==> src/hw/rtl/svie_pkg.sv <==
// Shared constants, types and helper functions of the scalar and vector instruction executor.
package svie_pkg;

    localparam int SCALAR_COUNT  = 256;
    localparam int VECTOR_COUNT  = 32;
    localparam int VECTOR_LANES  = 8;
    localparam int PROGRAM_BYTES = 256;
    localparam int QUEUE_DEPTH   = 2;

    localparam int SIDX_W = $clog2(SCALAR_COUNT);
    localparam int VIDX_W = $clog2(VECTOR_COUNT);
    localparam int LANE_W = $clog2(VECTOR_LANES);
    localparam int PC_W   = 11;
    localparam int CNT_W  = 4;

    localparam logic [7:0] OPC_HALT    = 8'h00;
    localparam logic [7:0] OPC_BRANCH  = 8'h10;
    localparam logic [7:0] OPC_BRANCH2 = 8'h1E;

    typedef enum logic [1:0] {
        KIND_STATUS = 2'd0,
        KIND_READ   = 2'd1,
        KIND_WRITE  = 2'd2,
        KIND_PRINT  = 2'd3
    } kind_t;

    typedef enum logic [1:0] {
        ALU_ADD = 2'd0,
        ALU_SUB = 2'd1,
        ALU_MUL = 2'd2,
        ALU_DIV = 2'd3
    } alu_sel_t;

    typedef enum logic [3:0] {
        CLS_NOP,
        CLS_HALT,
        CLS_BRANCH,
        CLS_ALU,
        CLS_DIV,
        CLS_LOAD,
        CLS_STORE,
        CLS_MOVE,
        CLS_PRINT,
        CLS_VALU,
        CLS_VLOAD,
        CLS_VSTORE
    } cls_t;

    typedef struct packed {
        logic        is_data;
        cls_t        cls;
        alu_sel_t    alu_sel;
        logic        use_imm;
        logic [7:0]  dest;
        logic [7:0]  src1;
        logic [7:0]  src2;
        logic [31:0] load_data;
    } item_t;

    typedef enum logic [3:0] {
        ST_IDLE,
        ST_DISPATCH,
        ST_READ,
        ST_DIV,
        ST_LREQ,
        ST_VRD,
        ST_VEX,
        ST_STATUS
    } state_t;

    function automatic logic [31:0] alu_op(alu_sel_t sel, logic [31:0] a, logic [31:0] b);
        logic [31:0] r;
        case (sel)
            ALU_ADD: r = a + b;
            ALU_SUB: r = a - b;
            default: r = a * b;
        endcase
        return r;
    endfunction

endpackage

==> src/hw/rtl/svie_front.sv <==
// Front end: accepts input words and classifies instructions before queuing them.
module svie_front
    import svie_pkg::*;
(
    input  logic        s_tvalid,
    output logic        s_tready,
    input  logic [63:0] s_tdata,   // opcode, dest_index, first_source, second_source, load_data
    input  logic        s_tuser,   // op
    input  logic        q_full,
    output logic        push,
    output item_t       item
);

    logic [7:0] opc;

    assign opc      = s_tdata[7:0];
    assign s_tready = !q_full;
    assign push     = s_tvalid && !q_full;

    always_comb
    begin
        item.is_data   = s_tuser;
        item.dest      = s_tdata[15:8];
        item.src1      = s_tdata[23:16];
        item.src2      = s_tdata[31:24];
        item.load_data = s_tdata[63:32];
        item.alu_sel   = alu_sel_t'(opc[1:0] - 2'd1);
        item.use_imm   = 1'b0;
        unique case (opc) inside
            OPC_HALT:                      item.cls = CLS_HALT;
            OPC_BRANCH, OPC_BRANCH2:       item.cls = CLS_BRANCH;
            8'h01, 8'h02, 8'h03:           item.cls = CLS_ALU;
            8'h09, 8'h0A, 8'h0B:
            begin
                item.cls     = CLS_ALU;
                item.use_imm = 1'b1;
            end
            8'h04:                         item.cls = CLS_DIV;
            8'h0C:
            begin
                item.cls     = CLS_DIV;
                item.use_imm = 1'b1;
            end
            8'h05:                         item.cls = CLS_LOAD;
            8'h0D:
            begin
                item.cls     = CLS_LOAD;
                item.use_imm = 1'b1;
            end
            8'h06:                         item.cls = CLS_STORE;
            8'h0E:
            begin
                item.cls     = CLS_STORE;
                item.use_imm = 1'b1;
            end
            8'h07:                         item.cls = CLS_MOVE;
            8'h0F:
            begin
                item.cls     = CLS_MOVE;
                item.use_imm = 1'b1;
            end
            8'h08:                         item.cls = CLS_PRINT;
            8'h21, 8'h22, 8'h23:           item.cls = CLS_VALU;
            8'h29, 8'h2A, 8'h2B:
            begin
                item.cls     = CLS_VALU;
                item.use_imm = 1'b1;
            end
            8'h25:                         item.cls = CLS_VLOAD;
            8'h2C:
            begin
                item.cls     = CLS_VLOAD;
                item.use_imm = 1'b1;
            end
            8'h26:                         item.cls = CLS_VSTORE;
            8'h2E:
            begin
                item.cls     = CLS_VSTORE;
                item.use_imm = 1'b1;
            end
            default:                       item.cls = CLS_NOP;
        endcase
    end

endmodule

==> config.mk <==
export PLATFORM = sky130hd
export DESIGN_NAME = svie_front
export DESIGN_NICKNAME = d
export VERILOG_FILES = /design/src/hw/rtl/svie_pkg.sv /design/src/hw/rtl/svie_front.sv
export SDC_FILE = /design/constraint.sdc
export NUM_CORES = 1
export LEC_CHECK = 0
export BUFFER_PORTS_ARGS = -buffer_cell sky130_fd_sc_hd__buf_4
export CAP_MARGIN = 15
export CELL_PAD_IN_SITES_DETAIL_PLACEMENT = 1
export CELL_PAD_IN_SITES_GLOBAL_PLACEMENT = 1
export CORE_UTILIZATION = 14
export DETAILED_ROUTE_END_ITERATION = 8
export PLACE_DENSITY_LB_ADDON = 0.1
export SLEW_MARGIN = 20
export SYNTH_ARGS = -nofsm -noshare
export SYNTH_HDL_FRONTEND = slang
export SYNTH_SLANG_ARGS = --single-unit
==> constraint.sdc <==
create_clock -name vclk -period 2.6
set_clock_uncertainty 0.2 [all_clocks]
set_input_delay 0.65 -clock vclk [all_inputs]
set_output_delay 0.65 -clock vclk [all_outputs]
set_load 0.02 [all_outputs]
==> impl_metrics.toml <==
[cells_and_area]
nFlopsAndLatches = 0
fin_util_pct = 14.49
register_area_um2 = 0
final_common_cell = "buf_4"
clock_buffers = 0
final_area_um2 = 684.4
final_cell_mix = "buf_4, inv_1, nand2b_1, nand2_1, ha_4"
fillers = 553
drive_above_1_share_pct = 67.65
antenna_cells = 0
area_growth_pct = -0.3644
nets = 141

[routing]
routed_wl_um = 1531
ant_nets = 0
wl_per_cell_um = 11.34
remaining_drc_errors = 0
num_vias = 457
first_iter_violations = 5
dr.pass1.iters = 2
viasPerCell = 3.385

[floorplan]
fp.dieW_um = 72.05
fp.dieH_um = 72.05
rows = 25
start_util_pct = 14.54
ioPinCount = 133
core_um2 = 4723
fp.dieArea_um2 = 5190

[timing]
worst_slack_ps = -28.08
hold_viol_final = 0
min_period_over_period_pct = 101.1
relSlewSlack_pct = 83.45
slew_violations = 0
setup_viol = 2
finalCriticalPeriod_ps = 2628
worst_pin_slew_ps = 247.8
rsz0062_at_grt = "yes"
max_freq_mhz = 380.5

[critical_path]
path_cells = "buf_12, inv_6, ha_4, nor2b_4, a211oi_2, nand2_1, a32o_2, buf_6"
crit_type = "in -> out"
crit_fanout = 4
crit_required_ps = 1750
arrival_ps = 1780
max_stage_delay_ps = 260
endpoint_kind = "output port"
slowest_stage = "a211oi_2"
cp-start-kind = "input port"

[placed_design]
port_buffers = 19
gp_congestion = 0.7024
hpwlAfterDp_um = 1261
placed_area_um2 = 569.3

[outcome]
status = "finished, violations left"
violations = "setup timing"

[pwr]
power_leakage_nw = 0.2886
powerDensity_nw_per_um2 = 144.3
ir_drop_mv = 0.07561

[yosys]
yosysWarnings = 0
syn_area_um2 = 686.9
synthCells = 95
synth.distinct_cells = 22
seq_area_frac_synth_pct = 0
syn_avg_cell_area_um2 = 7.231
syn_nets = 166

[global_routing]
grt_usage_pct = 5.599
grt_max_degree = 9
grt_pass1_vias = 470
grt_pass1_wl_um = 2332
grt.overflow.total = 0
antenna_found_initial = 0

[min_path]
hold_path.class = "in -> out"

[job]
cap_viol_max_count = 0
[metal layers]
metal  global-route usage, %  part of all wire, %
met5                       0                    0
met4                   2.614                  2.7
met3                   2.083                   12
met2                   9.015                   45
met1                   6.600                   40
[area by class of cell]
type	count	area, µm²	share of cell area (%)
repair buffers	31	252.7	36.93
well taps	67	83.83	12.25
inverters	5	23.77	3.473
multi-input cells	32	324.1	47.35
[power breakdown]
group	switching (W)	total [W]	internal, W
Sequential	0	0	0
Clock	0	0	0
Combinational	0.0000459	0.0000987	0.0000529
Total	0.0000459	0.0000987	0.0000529
[logic make-up (layout without fill, tap and decap cells)]
logic type	count (synthesis)	count (layout)	share of synthesized area, %
AOI/OAI and AO/OA	10	10	12.20
adders and majority gates	4	4	7.286
buffers and inverters	63	36	65.57
muxes	1	1	1.457
and+or+nand+nor	17	17	13.48
[cells in the mapped netlist, drive strengths merged]
cell type,instances,area share [%]
a211oi,2,2.9
o21bai,1,1.1
nand2b,3,2.7
o31a,1,1.3
o21ai,1,0.73
o311a,1,1.5
nand2,3,1.6
a21oi,1,0.73
or3,1,1.6
nor4,2,1.8
o32a,1,1.5
nor2b,2,1.8
inv,5,2.7
ha,4,7.3
buf,57,62
nor3,3,2.2
clkbuf,1,0.55
nor2,3,1.6
mux2i,1,1.5
o31ai,1,1.1
a32o,1,1.5
[per-stage QoR]
stage	hold slack [ps]	worst slack (ps)	total power, W	cells	setup TNS [ps]
6_report	1100	-28.08	0.00009875	135	-34.52
5_1_grt	1100	-103.0	0.0001084	135	-346.7
4_1_cts	1100	-26.34	0.00009306	134	-50.08
3_5_place_dp	1100	-173.5	0.00008198	133	-545.6
3_3_place_gp	1100	-191.6	0.00008275	133	-497.1
2_1_floorplan	1177	-20.73	0.0001635	95	-20.73
[worst max-delay path: cells and delay by family]
kind,cells,cell delay [ps]
compound gates,2,520
buf+inv,3,240
fa+ha+maj,1,160
simple gates,2,200
[worst paths after layout]
path / from / to / slack (ps) / cells past startpoint
worst max-delay path: s_tdata[1] / item[62] / -30 / 8
worst min-delay path: s_tdata[32] / item[0] / 1100 / 0
[repair_timing]
item,CTS,global route
resized for setup,18,5
hold buffers,0,0
pin swaps,5,1
setup buffers,1,1
endpoints found under the setup margin,5,5
Note: power is estimated with default switching activity, not from simulation.
