`src/hw/rtl/svie_pkg.sv`:
```
// Shared constants, types and helper functions of the scalar and vector instruction executor.
package svie_pkg;

    localparam int SCALAR_COUNT  = 256;
    localparam int VECTOR_COUNT  = 32;
    localparam int VECTOR_LANES  = 8;
    localparam int PROGRAM_BYTES = 256;
    localparam int QUEUE_DEPTH   = 2;

    localparam int SIDX_W = $clog2(SCALAR_COUNT);
    localparam int VIDX_W = $clog2(VECTOR_COUNT);
    localparam int LANE_W = $clog2(VECTOR_LANES);
    localparam int PC_W   = 11;
    localparam int CNT_W  = 4;

    localparam logic [7:0] OPC_HALT    = 8'h00;
    localparam logic [7:0] OPC_BRANCH  = 8'h10;
    localparam logic [7:0] OPC_BRANCH2 = 8'h1E;

    typedef enum logic [1:0] {
        KIND_STATUS = 2'd0,
        KIND_READ   = 2'd1,
        KIND_WRITE  = 2'd2,
        KIND_PRINT  = 2'd3
    } kind_t;

    typedef enum logic [1:0] {
        ALU_ADD = 2'd0,
        ALU_SUB = 2'd1,
        ALU_MUL = 2'd2,
        ALU_DIV = 2'd3
    } alu_sel_t;

    typedef enum logic [3:0] {
        CLS_NOP,
        CLS_HALT,
        CLS_BRANCH,
        CLS_ALU,
        CLS_DIV,
        CLS_LOAD,
        CLS_STORE,
        CLS_MOVE,
        CLS_PRINT,
        CLS_VALU,
        CLS_VLOAD,
        CLS_VSTORE
    } cls_t;

    typedef struct packed {
        logic        is_data;
        cls_t        cls;
        alu_sel_t    alu_sel;
        logic        use_imm;
        logic [7:0]  dest;
        logic [7:0]  src1;
        logic [7:0]  src2;
        logic [31:0] load_data;
    } item_t;

    typedef enum logic [3:0] {
        ST_IDLE,
        ST_DISPATCH,
        ST_READ,
        ST_DIV,
        ST_LREQ,
        ST_VRD,
        ST_VEX,
        ST_STATUS
    } state_t;

    function automatic logic [31:0] alu_op(alu_sel_t sel, logic [31:0] a, logic [31:0] b);
        logic [31:0] r;
        case (sel)
            ALU_ADD: r = a + b;
            ALU_SUB: r = a - b;
            default: r = a * b;
        endcase
        return r;
    endfunction

endpackage

```
`src/hw/rtl/svie_div.sv`:
```
// Iterative signed 32-bit divider, one quotient bit per cycle.
module svie_div
    import svie_pkg::*;
(
    input  logic        clk,
    input  logic        rst_n,
    input  logic        start,
    input  logic [31:0] dividend,
    input  logic [31:0] divisor,
    output logic        done,
    output logic [31:0] quotient
);

    logic        busy_reg, busy_next;
    logic        done_reg, done_next;
    logic [4:0]  cnt_reg, cnt_next;
    logic [31:0] rem_reg, rem_next;
    logic [31:0] quo_reg, quo_next;
    logic [31:0] ub_reg, ub_next;
    logic        neg_reg, neg_next;
    logic [33:0] trial;

    assign done     = done_reg;
    assign quotient = neg_reg ? (32'd0 - quo_reg) : quo_reg;
    assign trial    = {1'b0, rem_reg, quo_reg[31]} - {2'b00, ub_reg};

    always_comb
    begin
        busy_next = busy_reg;
        done_next = 1'b0;
        cnt_next  = cnt_reg;
        rem_next  = rem_reg;
        quo_next  = quo_reg;
        ub_next   = ub_reg;
        neg_next  = neg_reg;
        if (start)
        begin
            busy_next = 1'b1;
            cnt_next  = '0;
            rem_next  = '0;
            quo_next  = dividend[31] ? (32'd0 - dividend) : dividend;
            ub_next   = divisor[31] ? (32'd0 - divisor) : divisor;
            neg_next  = dividend[31] ^ divisor[31];
        end
        else if (busy_reg)
        begin
            // Restoring step: keep the difference when it does not go negative.
            if (!trial[33])
            begin
                rem_next = trial[31:0];
                quo_next = {quo_reg[30:0], 1'b1};
            end
            else
            begin
                rem_next = {rem_reg[30:0], quo_reg[31]};
                quo_next = {quo_reg[30:0], 1'b0};
            end
            cnt_next = cnt_reg + 1'b1;
            if (cnt_reg == 5'd31)
            begin
                busy_next = 1'b0;
                done_next = 1'b1;
            end
        end
    end

    always_ff @(posedge clk or negedge rst_n)
    begin
        if (!rst_n)
        begin
            busy_reg <= 1'b0;
            done_reg <= 1'b0;
            cnt_reg  <= '0;
        end
        else
        begin
            busy_reg <= busy_next;
            done_reg <= done_next;
            cnt_reg  <= cnt_next;
        end
    end

    always_ff @(posedge clk)
    begin
        rem_reg <= rem_next;
        quo_reg <= quo_next;
        ub_reg  <= ub_next;
        neg_reg <= neg_next;
    end

endmodule

```
`config.mk`:
```
export PLATFORM = sky130hd
export DESIGN_NAME = svie_div
export DESIGN_NICKNAME = d
export VERILOG_FILES = /design/src/hw/rtl/svie_pkg.sv /design/src/hw/rtl/svie_div.sv
export SDC_FILE = /design/constraint.sdc
export NUM_CORES = 1
export LEC_CHECK = 0
export BUFFER_PORTS_ARGS = -buffer_cell sky130_fd_sc_hd__buf_2
export CAP_MARGIN = 20
export CORE_ASPECT_RATIO = 0.6
export CORE_MARGIN = 2
export CORE_UTILIZATION = 53
export DETAILED_ROUTE_END_ITERATION = 6
export PLACE_DENSITY = 0.74
export SYNTH_ARGS = -nofsm -noshare
export SYNTH_HDL_FRONTEND = slang
export SYNTH_SLANG_ARGS = --single-unit
```
`constraint.sdc`:
```
create_clock -name clk -period 6.1 [get_ports clk]
set_input_delay 0 -clock clk [delete_from_list [all_inputs] [get_ports clk]]
set_output_delay 0 -clock clk [all_outputs]
set_load 0.005 [all_outputs]
```
==> flow_summary.ini <==
[outcome]
outcome = finished, violations left
violations = hold timing

[floorplanning]
start_util_pct = 53.68
ios = 100
die_h_um = 97.48
die-area_um2 = 15580
fp.dieW_um = 159.8
rows = 34
core_um2 = 14380

[yosys]
postSynthAreaPerCell_um2 = 8.903
ys_seq_elements = 104
yosysWarnings = 0
synth_top_area_share_pct = 25.29
synth_edf_count = 65
yosysTopAreaCell = edfxtp_1
synth_nets = 972
synthFlopType = edfxtp_1
async_flop_share_pct = 6.731
ys_types = 68
synthCells = 867
yosys-top-cells-area = edfxtp_1 25%, xnor2_1 8.5%, dfxtp_1 8.3%
seq_area_frac_synth_pct = 35.86
synthesis.area_um2 = 7719

[setup_path]
start_kind = flip-flop
cp_data_required_time_ns = 6.36
worstPathMaxFanout = 22
endpoint_kind = flip-flop
cp.arrival_ns = 3.71
crit_type = flip-flop to flip-flop

[route]
drt_iter0_markers = 598
wl_um = 18860
routed-via-count = 6740
drc = 0
drtPass1Iterations = 5
wl_per_cell_um = 16.16
drt.antenna.violating_nets = 0
viasPerCell = 5.775

[sta]
tns_ns = 0
fmaxAchievable_mhz = 289.7
rsz0062_at_grt = no
slew_headroom_pct = 30.15
clock-skew-final_ns = 0.006216
tightest_slew_ns = 1.040
min_period_ns = 3.452
fin_ws_ns = 2.648
drv_slew = 0
timing.hold.ws_ns = -0.0005275
setup_viol = 0
hold_violations = 1
min_period_over_period_pct = 56.59

[clocking]
cts-root-buf = clkbuf_16
cts_buffer_depth = 2
clk_latency_ns = 0.35
cts_max_level = 3
cts_tree = yes
post_cts_resized = 0
post_cts_buffers = 0
cts.sink_count = 104
cts_hold_buf = 20
numCtsBuffers = 9
clk_pin_slew_worst_paths_ns = 0.07

[finish]
final_common_cell = buf_2
antenna_cells = 0
drive_gt1_share_pct = 13.83
area_growth_pct = 14.48
layout.nets = 1070
final_cell_mix = 98 x buf_2, 81 x nor2_1, 75 x xnor2_1
final_util_pct = 61.45

[place]
port_buffers = 99
dp_hpwl_um = 13930
place_ws_ns = 2.756
gp_congestion = 0.9358

[hold_path]
min-delay-path-class = primary input to flip-flop

[global_route]
grt_use_total_pct = 24.53
grt_pass1_vias = 6108
grt_start_max_net_pins = 80
overflow = 0
grt_antenna_before_repair = 0
grt_pass1_wl_um = 31110

[power_and_ir_drop]
ir_drop_v = 0.0001788
total_leakage_power_nw = 3.520
power.density_nw_per_um2 = 325.7
finalPower_mw = 2.878

[flow_run]
cap_violations = 0
[power by group]
part	switching (mW)	total (mW)	internal, mW
sequential	0.130	1.02	0.890
combinational	0.730	1.30	0.574
clock	0.271	0.553	0.282
total	1.13	2.88	1.75
[logic make-up after synthesis]
group | after synthesis | synth area share, %
compound gates | 233 | 19.99
xor+xnor | 116 | 13.16
fa+ha+maj | 38 | 6.257
buf+inv | 86 | 4.296
flops | 104 | 35.86
mux | 24 | 3.145
simple gates | 266 | 17.30
[worst max-delay path: stages, from the launching register on]
cell and delay [ns]:
edfxtp_1 0.33, inv_1 0.04, ha_1 0.35, a21oi_1 0.28, o21a_1 0.18, nor3b_1 0.31
and3b_1 0.27, nor3_1 0.12, or4_1 0.70, buf_4 0.35, mux2i_1 0.18, a211oi_1 0.24
[Yosys cell counts, drive strengths merged, types with 8 or more instances]
| cell type | number |
|---|---|
| o41ai | 13 |
| o21ai | 54 |
| nor3 | 13 |
| a211oi | 17 |
| a21o | 11 |
| clkbuf | 28 |
| nand2 | 69 |
| dfxtp | 32 |
| nor2 | 81 |
| xor2 | 41 |
| nand2b | 11 |
| or4 | 16 |
| mux2i | 22 |
| buf | 8 |
| or3 | 18 |
| a311oi | 8 |
| o31ai | 29 |
| a21oi | 62 |
| nand4 | 8 |
| ha | 37 |
| inv | 50 |
| edfxtp | 65 |
| nand3 | 13 |
| xnor2 | 75 |
| nor2b | 10 |
[layout make-up]
| cell class | count | area, um^2 |
|---|---|---|
| Multi-Input combinational cell | 677 | 4628 |
| Inverter | 50 | 187.7 |
| Tap cell | 198 | 247.7 |
| Clock buffer | 9 | 225.2 |
| Timing Repair Buffer | 123 | 728.2 |
| Fill cell | 1283 | 5543 |
| Sequential cell | 104 | 2768 |
| Clock inverter | 6 | 51.30 |
[path summary, 6_finish.rpt]
check / cells after the start / slack [ns] / end / startpoint
max in group asynchronous: 2 / 5.94 / cnt_reg[1] / rst_n
min in group asynchronous: 2 / 0.01 / cnt_reg[3] / rst_n
hold / removal: 2 / -0.0005 / ub_reg[12] / divisor[12]
setup reg to reg: 11 / 2.65 / rem_reg[22] / ub_reg[10]
hold reg to reg: 2 / 0.51 / rem_reg[11] / rem_reg[11]
setup / recovery: 11 / 2.65 / rem_reg[22] / ub_reg[10]
[layer usage]
metal | vias to the layer above | wire length (um) | GRT usage, %
li1 | 3378 | - | -
met1 | 3123 | 9853 | 40.18
met2 | 235 | 7284 | 32.30
met3 | 4 | 1662 | 6.103
met4 | 0 | 63 | 3.534
met5 | - | 0 | 0
[stage by stage]
step	cell area, um^2	instances
2_1_floorplan	7719	867
3_3_place_gp	8359	1132
3_5_place_dp	8359	1132
4_1_cts	8836	1167
5_1_grt	8836	1167
6_report	8836	1167
Power figures use the tool's default switching activity.
