$ cat config.mk
export PLATFORM = sky130hd
export DESIGN_NAME = svie_queue
export DESIGN_NICKNAME = d
export VERILOG_FILES = /design/src/hw/rtl/svie_pkg.sv /design/src/hw/rtl/svie_queue.sv
export SDC_FILE = /design/constraint.sdc
export NUM_CORES = 1
export LEC_CHECK = 0
export BUFFER_PORTS_ARGS = -buffer_cell sky130_fd_sc_hd__buf_2
export CORE_MARGIN = 2
export CORE_UTILIZATION = 52
export DETAILED_ROUTE_END_ITERATION = 10
export GPL_ROUTABILITY_DRIVEN = 0
export PLACE_DENSITY = 0.83
export SLEW_MARGIN = 15
export SYNTH_ARGS = -nofsm -noshare
export SYNTH_HDL_FRONTEND = slang
export SYNTH_SLANG_ARGS = --single-unit
$ cat constraint.sdc
create_clock -name clk -period 5.4 [get_ports clk]
set_clock_uncertainty 0.1 [all_clocks]
set_input_delay 0.81 -clock clk [delete_from_list [all_inputs] [get_ports clk]]
set_output_delay 0.81 -clock clk [all_outputs]
set_load 0.01 [all_outputs]
$ cat src/hw/rtl/svie_pkg.sv
// Shared constants, types and helper functions of the scalar and vector instruction executor.
package svie_pkg;

    localparam int SCALAR_COUNT  = 256;
    localparam int VECTOR_COUNT  = 32;
    localparam int VECTOR_LANES  = 8;
    localparam int PROGRAM_BYTES = 256;
    localparam int QUEUE_DEPTH   = 2;

    localparam int SIDX_W = $clog2(SCALAR_COUNT);
    localparam int VIDX_W = $clog2(VECTOR_COUNT);
    localparam int LANE_W = $clog2(VECTOR_LANES);
    localparam int PC_W   = 11;
    localparam int CNT_W  = 4;

    localparam logic [7:0] OPC_HALT    = 8'h00;
    localparam logic [7:0] OPC_BRANCH  = 8'h10;
    localparam logic [7:0] OPC_BRANCH2 = 8'h1E;

    typedef enum logic [1:0] {
        KIND_STATUS = 2'd0,
        KIND_READ   = 2'd1,
        KIND_WRITE  = 2'd2,
        KIND_PRINT  = 2'd3
    } kind_t;

    typedef enum logic [1:0] {
        ALU_ADD = 2'd0,
        ALU_SUB = 2'd1,
        ALU_MUL = 2'd2,
        ALU_DIV = 2'd3
    } alu_sel_t;

    typedef enum logic [3:0] {
        CLS_NOP,
        CLS_HALT,
        CLS_BRANCH,
        CLS_ALU,
        CLS_DIV,
        CLS_LOAD,
        CLS_STORE,
        CLS_MOVE,
        CLS_PRINT,
        CLS_VALU,
        CLS_VLOAD,
        CLS_VSTORE
    } cls_t;

    typedef struct packed {
        logic        is_data;
        cls_t        cls;
        alu_sel_t    alu_sel;
        logic        use_imm;
        logic [7:0]  dest;
        logic [7:0]  src1;
        logic [7:0]  src2;
        logic [31:0] load_data;
    } item_t;

    typedef enum logic [3:0] {
        ST_IDLE,
        ST_DISPATCH,
        ST_READ,
        ST_DIV,
        ST_LREQ,
        ST_VRD,
        ST_VEX,
        ST_STATUS
    } state_t;

    function automatic logic [31:0] alu_op(alu_sel_t sel, logic [31:0] a, logic [31:0] b);
        logic [31:0] r;
        case (sel)
            ALU_ADD: r = a + b;
            ALU_SUB: r = a - b;
            default: r = a * b;
        endcase
        return r;
    endfunction

endpackage

$ cat src/hw/rtl/svie_queue.sv
// Short queue of classified words between the front end and the execution back end.
module svie_queue
    import svie_pkg::*;
(
    input  logic  clk,
    input  logic  rst_n,
    input  logic  push,
    input  item_t push_item,
    output logic  full,
    input  logic  pop,
    output logic  valid,
    output item_t pop_item
);

    localparam int PTR_W = $clog2(QUEUE_DEPTH);

    item_t            mem [QUEUE_DEPTH];
    logic [PTR_W-1:0] wr_ptr_reg, wr_ptr_next;
    logic [PTR_W-1:0] rd_ptr_reg, rd_ptr_next;
    logic [PTR_W:0]   count_reg, count_next;
    logic             do_pop;

    assign full     = (count_reg == (PTR_W+1)'(QUEUE_DEPTH));
    assign valid    = (count_reg != '0);
    assign do_pop   = pop && valid;
    assign pop_item = mem[rd_ptr_reg];

    always_comb
    begin
        wr_ptr_next = wr_ptr_reg;
        rd_ptr_next = rd_ptr_reg;
        count_next  = count_reg;
        if (push)
        begin
            wr_ptr_next = (wr_ptr_reg == PTR_W'(QUEUE_DEPTH-1)) ? '0 : wr_ptr_reg + 1'b1;
        end
        if (do_pop)
        begin
            rd_ptr_next = (rd_ptr_reg == PTR_W'(QUEUE_DEPTH-1)) ? '0 : rd_ptr_reg + 1'b1;
        end
        if (push && !do_pop)
        begin
            count_next = count_reg + 1'b1;
        end
        else if (!push && do_pop)
        begin
            count_next = count_reg - 1'b1;
        end
    end

    always_ff @(posedge clk or negedge rst_n)
    begin
        if (!rst_n)
        begin
            wr_ptr_reg <= '0;
            rd_ptr_reg <= '0;
            count_reg  <= '0;
        end
        else
        begin
            wr_ptr_reg <= wr_ptr_next;
            rd_ptr_reg <= rd_ptr_next;
            count_reg  <= count_next;
        end
    end

    always_ff @(posedge clk)
    begin
        if (push)
        begin
            mem[wr_ptr_reg] <= push_item;
        end
    end

endmodule

==> impl_metrics.ini <==
[run_status]
status = completed

[global_route]
antenna_found_initial = 0
first_global_vias = 2440
grt_pass1_wl_um = 11700
overflow = 0
track_usage_pct = 15.5
grt_max_degree = 66

[timing]
slew-limit-headroom_pct = 25.0
maxSlewViolCount = 0
setup-violations-final = 0
fin_crit_sh_pct = 58.9
fin_hold_ws_ns = 0.392
rsz0062_at_grt = no
finalCriticalPeriod_ns = 3.18
fmax_mhz = 314
tns_ns = 0
worst_pin_slew_ns = 1.13
finalHoldViolCount = 0
layout_setup_ws_ns = 2.22

[cells_and_area]
area_growth_pct = 29.2
nFillCells = 610
final_nets = 432
multi_input_area_sq_um = 1010
register_area_sq_um = 3950
antenna_cells = 0
drive_above_1_share_pct = 61.4
design_area_sq_um = 6480
largest_register_ffs = 128

[placed_design]
dp_hpwl_um = 5170
post-place-ws_ns = 2.67
port_buffers = 133
postPlaceCellArea_sq_um = 5800

[floorplanning]
io_pins = 134
fp-row-count = 35
die_h_um = 102
initial_core_util_pct = 54.0
coreArea_sq_um = 9280
dieArea_sq_um = 10400
dieWidth_um = 102

[clock_network]
post_cts_resized = 0
clkTransAtPathRegs_ns = 0.06
cts_tree = built
post_cts.repair.setup_buffers = 0
cts_max_level = 4
postCtsHoldBufs = 1
cts_buffer_depth = 2
cts_sinks = 132
cts_made_buffers = 17
ctsRootBufferMaster = clkbuf_8
clock_latency_ns = 0.50

[routing]
wire_per_inst_um = 15.8
drcViolationCount = 0
routed_wl_um = 7980
routed-via-count = 2456
drtIter0Drc = 80
firstDrtPassIters = 4
via_per_inst = 4.86
antenna_left = 0

[synth]
synth_seq_area_share_pct = 78.7
syn_inst = 215
synth_area_per_cell_sq_um = 23.3
synth_nets = 284
synth-warning-count = 0
ys_types = 14
ys_seq_elements = 132
netlist_area_sq_um = 5010

[pwr]
p_switching_uw = 938
p_int_uw = 2760
total_power_uw = 3700
power.density_nw_per_um2 = 571
p_seq_share_pct = 41.6
ir_worst_vdd_v = 0.000429
p_leak_uw = 0.00262
swShare_pct = 25.3
clock_power_share_pct = 34.7
p_comb_share_pct = 23.6

[critical_path]
crit_fanout = 65
endpoint_kind = output pin
cp.required_ns = 4.49
start_kind = flop
crit_arrival_ns = 2.27
timing_worst_setup_path_type = reg2out

[flow_run]
maxCapViolCount = 0

[hold_path]
holdCritPathClass = reg2reg
==> area by class of cell <==
type,count,share of cell area (%)
Sequential cell,132,60.9
Multi-Input combinational cell,76,15.5
Timing Repair Buffer,136,10.7
Clock buffer,19,6.51
Clock inverter,13,3.90
Tap cell,129,2.49
==> metrics by stage <==
step           util [%]  instances
2_1_floorplan         -        215
3_5_place_dp       62.4        472
3_3_place_gp       62.4        472
6_report           69.8        505
4_1_cts            69.8        505
5_1_grt            69.8        505
==> cells in the final DEF, fill, tap and decap left out <==
| cell type | Yosys | final |
|---|---|---|
| dlygate4sd3_1 | 0 | 1 |
| nor2b_4 | 0 | 1 |
| clkbuf_16 | 0 | 16 |
| mux2_2 | 14 | 14 |
| buf_2 | 1 | 133 |
| clkinvlp_4 | 0 | 1 |
| nor2b_1 | 2 | 1 |
| nand2_1 | 1 | 1 |
| clkinv_1 | 0 | 1 |
| clkbuf_8 | 0 | 1 |
| dfrtp_1 | 4 | 3 |
| ha_1 | 1 | 1 |
| and2_2 | 0 | 1 |
| dfrtp_4 | 0 | 1 |
| clkinv_4 | 0 | 1 |
| bufinv_16 | 0 | 7 |
| or2_1 | 1 | 1 |
| buf_4 | 0 | 2 |
| clkinv_2 | 0 | 1 |
| clkbuf_1 | 0 | 2 |
| edfxtp_1 | 128 | 128 |
| xnor2_1 | 2 | 2 |
| inv_6 | 0 | 2 |
| xor2_1 | 3 | 3 |
| nor2_1 | 1 | 1 |
| mux2_4 | 50 | 50 |
==> critical path, cell delays in order, from the launching register on <==
cell	delay, ns
dfrtp_4	1.15
mux2_2	0.42
buf_2	0.14
==> cells in the mapped netlist (all sizes together) <==
library cell | count | share of area [%]
mux2 | 64 | 18
xnor2 | 2 | 0.35
nor2 | 1 | 0.075
nor2b | 2 | 0.25
buf | 7 | 1.4
nand2 | 1 | 0.075
ha | 1 | 0.25
edfxtp | 128 | 77
and2 | 1 | 0.12
or2 | 1 | 0.12
dfrtp | 4 | 2.0
xor2 | 3 | 0.52
==> power by group through the flow <==
stage / Combinational [uW] / Clock [uW] / Sequential [uW]
final: 875 / 1290 / 1540
after global routing: 947 / 1360 / 1570
after CTS: 890 / 1310 / 1550
after detailed placement: 887 / 0 / 1570
after global placement: 876 / 0 / 1550
after floorplan: 730 / 0 / 1440
==> worst paths after layout <==
check | slack, ns | depth (start not counted) | to | start
hold / removal | 0.39 | 1 | count_reg[1] | count_reg[1]
min in group asynchronous | 0.54 | 2 | wr_ptr_reg | rst_n
setup / recovery | 2.22 | 2 | pop_item[49] | rd_ptr_reg
hold reg to reg | 0.39 | 1 | count_reg[1] | count_reg[1]
setup reg to reg | 3.22 | 2 | mem[0][41] | wr_ptr_reg
max in group asynchronous | 4.52 | 2 | rd_ptr_reg | rst_n
==> logic make-up (layout without fill, tap and decap cells) <==
| family | Yosys count | count (layout) | synth area share (%) |
|---|---|---|---|
| buffers and inverters | 7 | 168 | 1.45 |
| flip-flops | 132 | 132 | 78.7 |
| adder cells (fa/ha/maj) | 1 | 1 | 0.250 |
| XOR/XNOR | 5 | 5 | 0.874 |
| AND/OR/NAND/NOR | 6 | 6 | 0.649 |
| multiplexers | 64 | 64 | 18.1 |
==> routing by layer <==
layer / GRT usage [%] / share of wire (%)
met1: 18.4 / 41
met2: 24.9 / 50
met3: 6.63 / 7.5
met4: 6.87 / 1.2
met5: 0 / 0
Note: power is estimated with default switching activity, not from simulation.
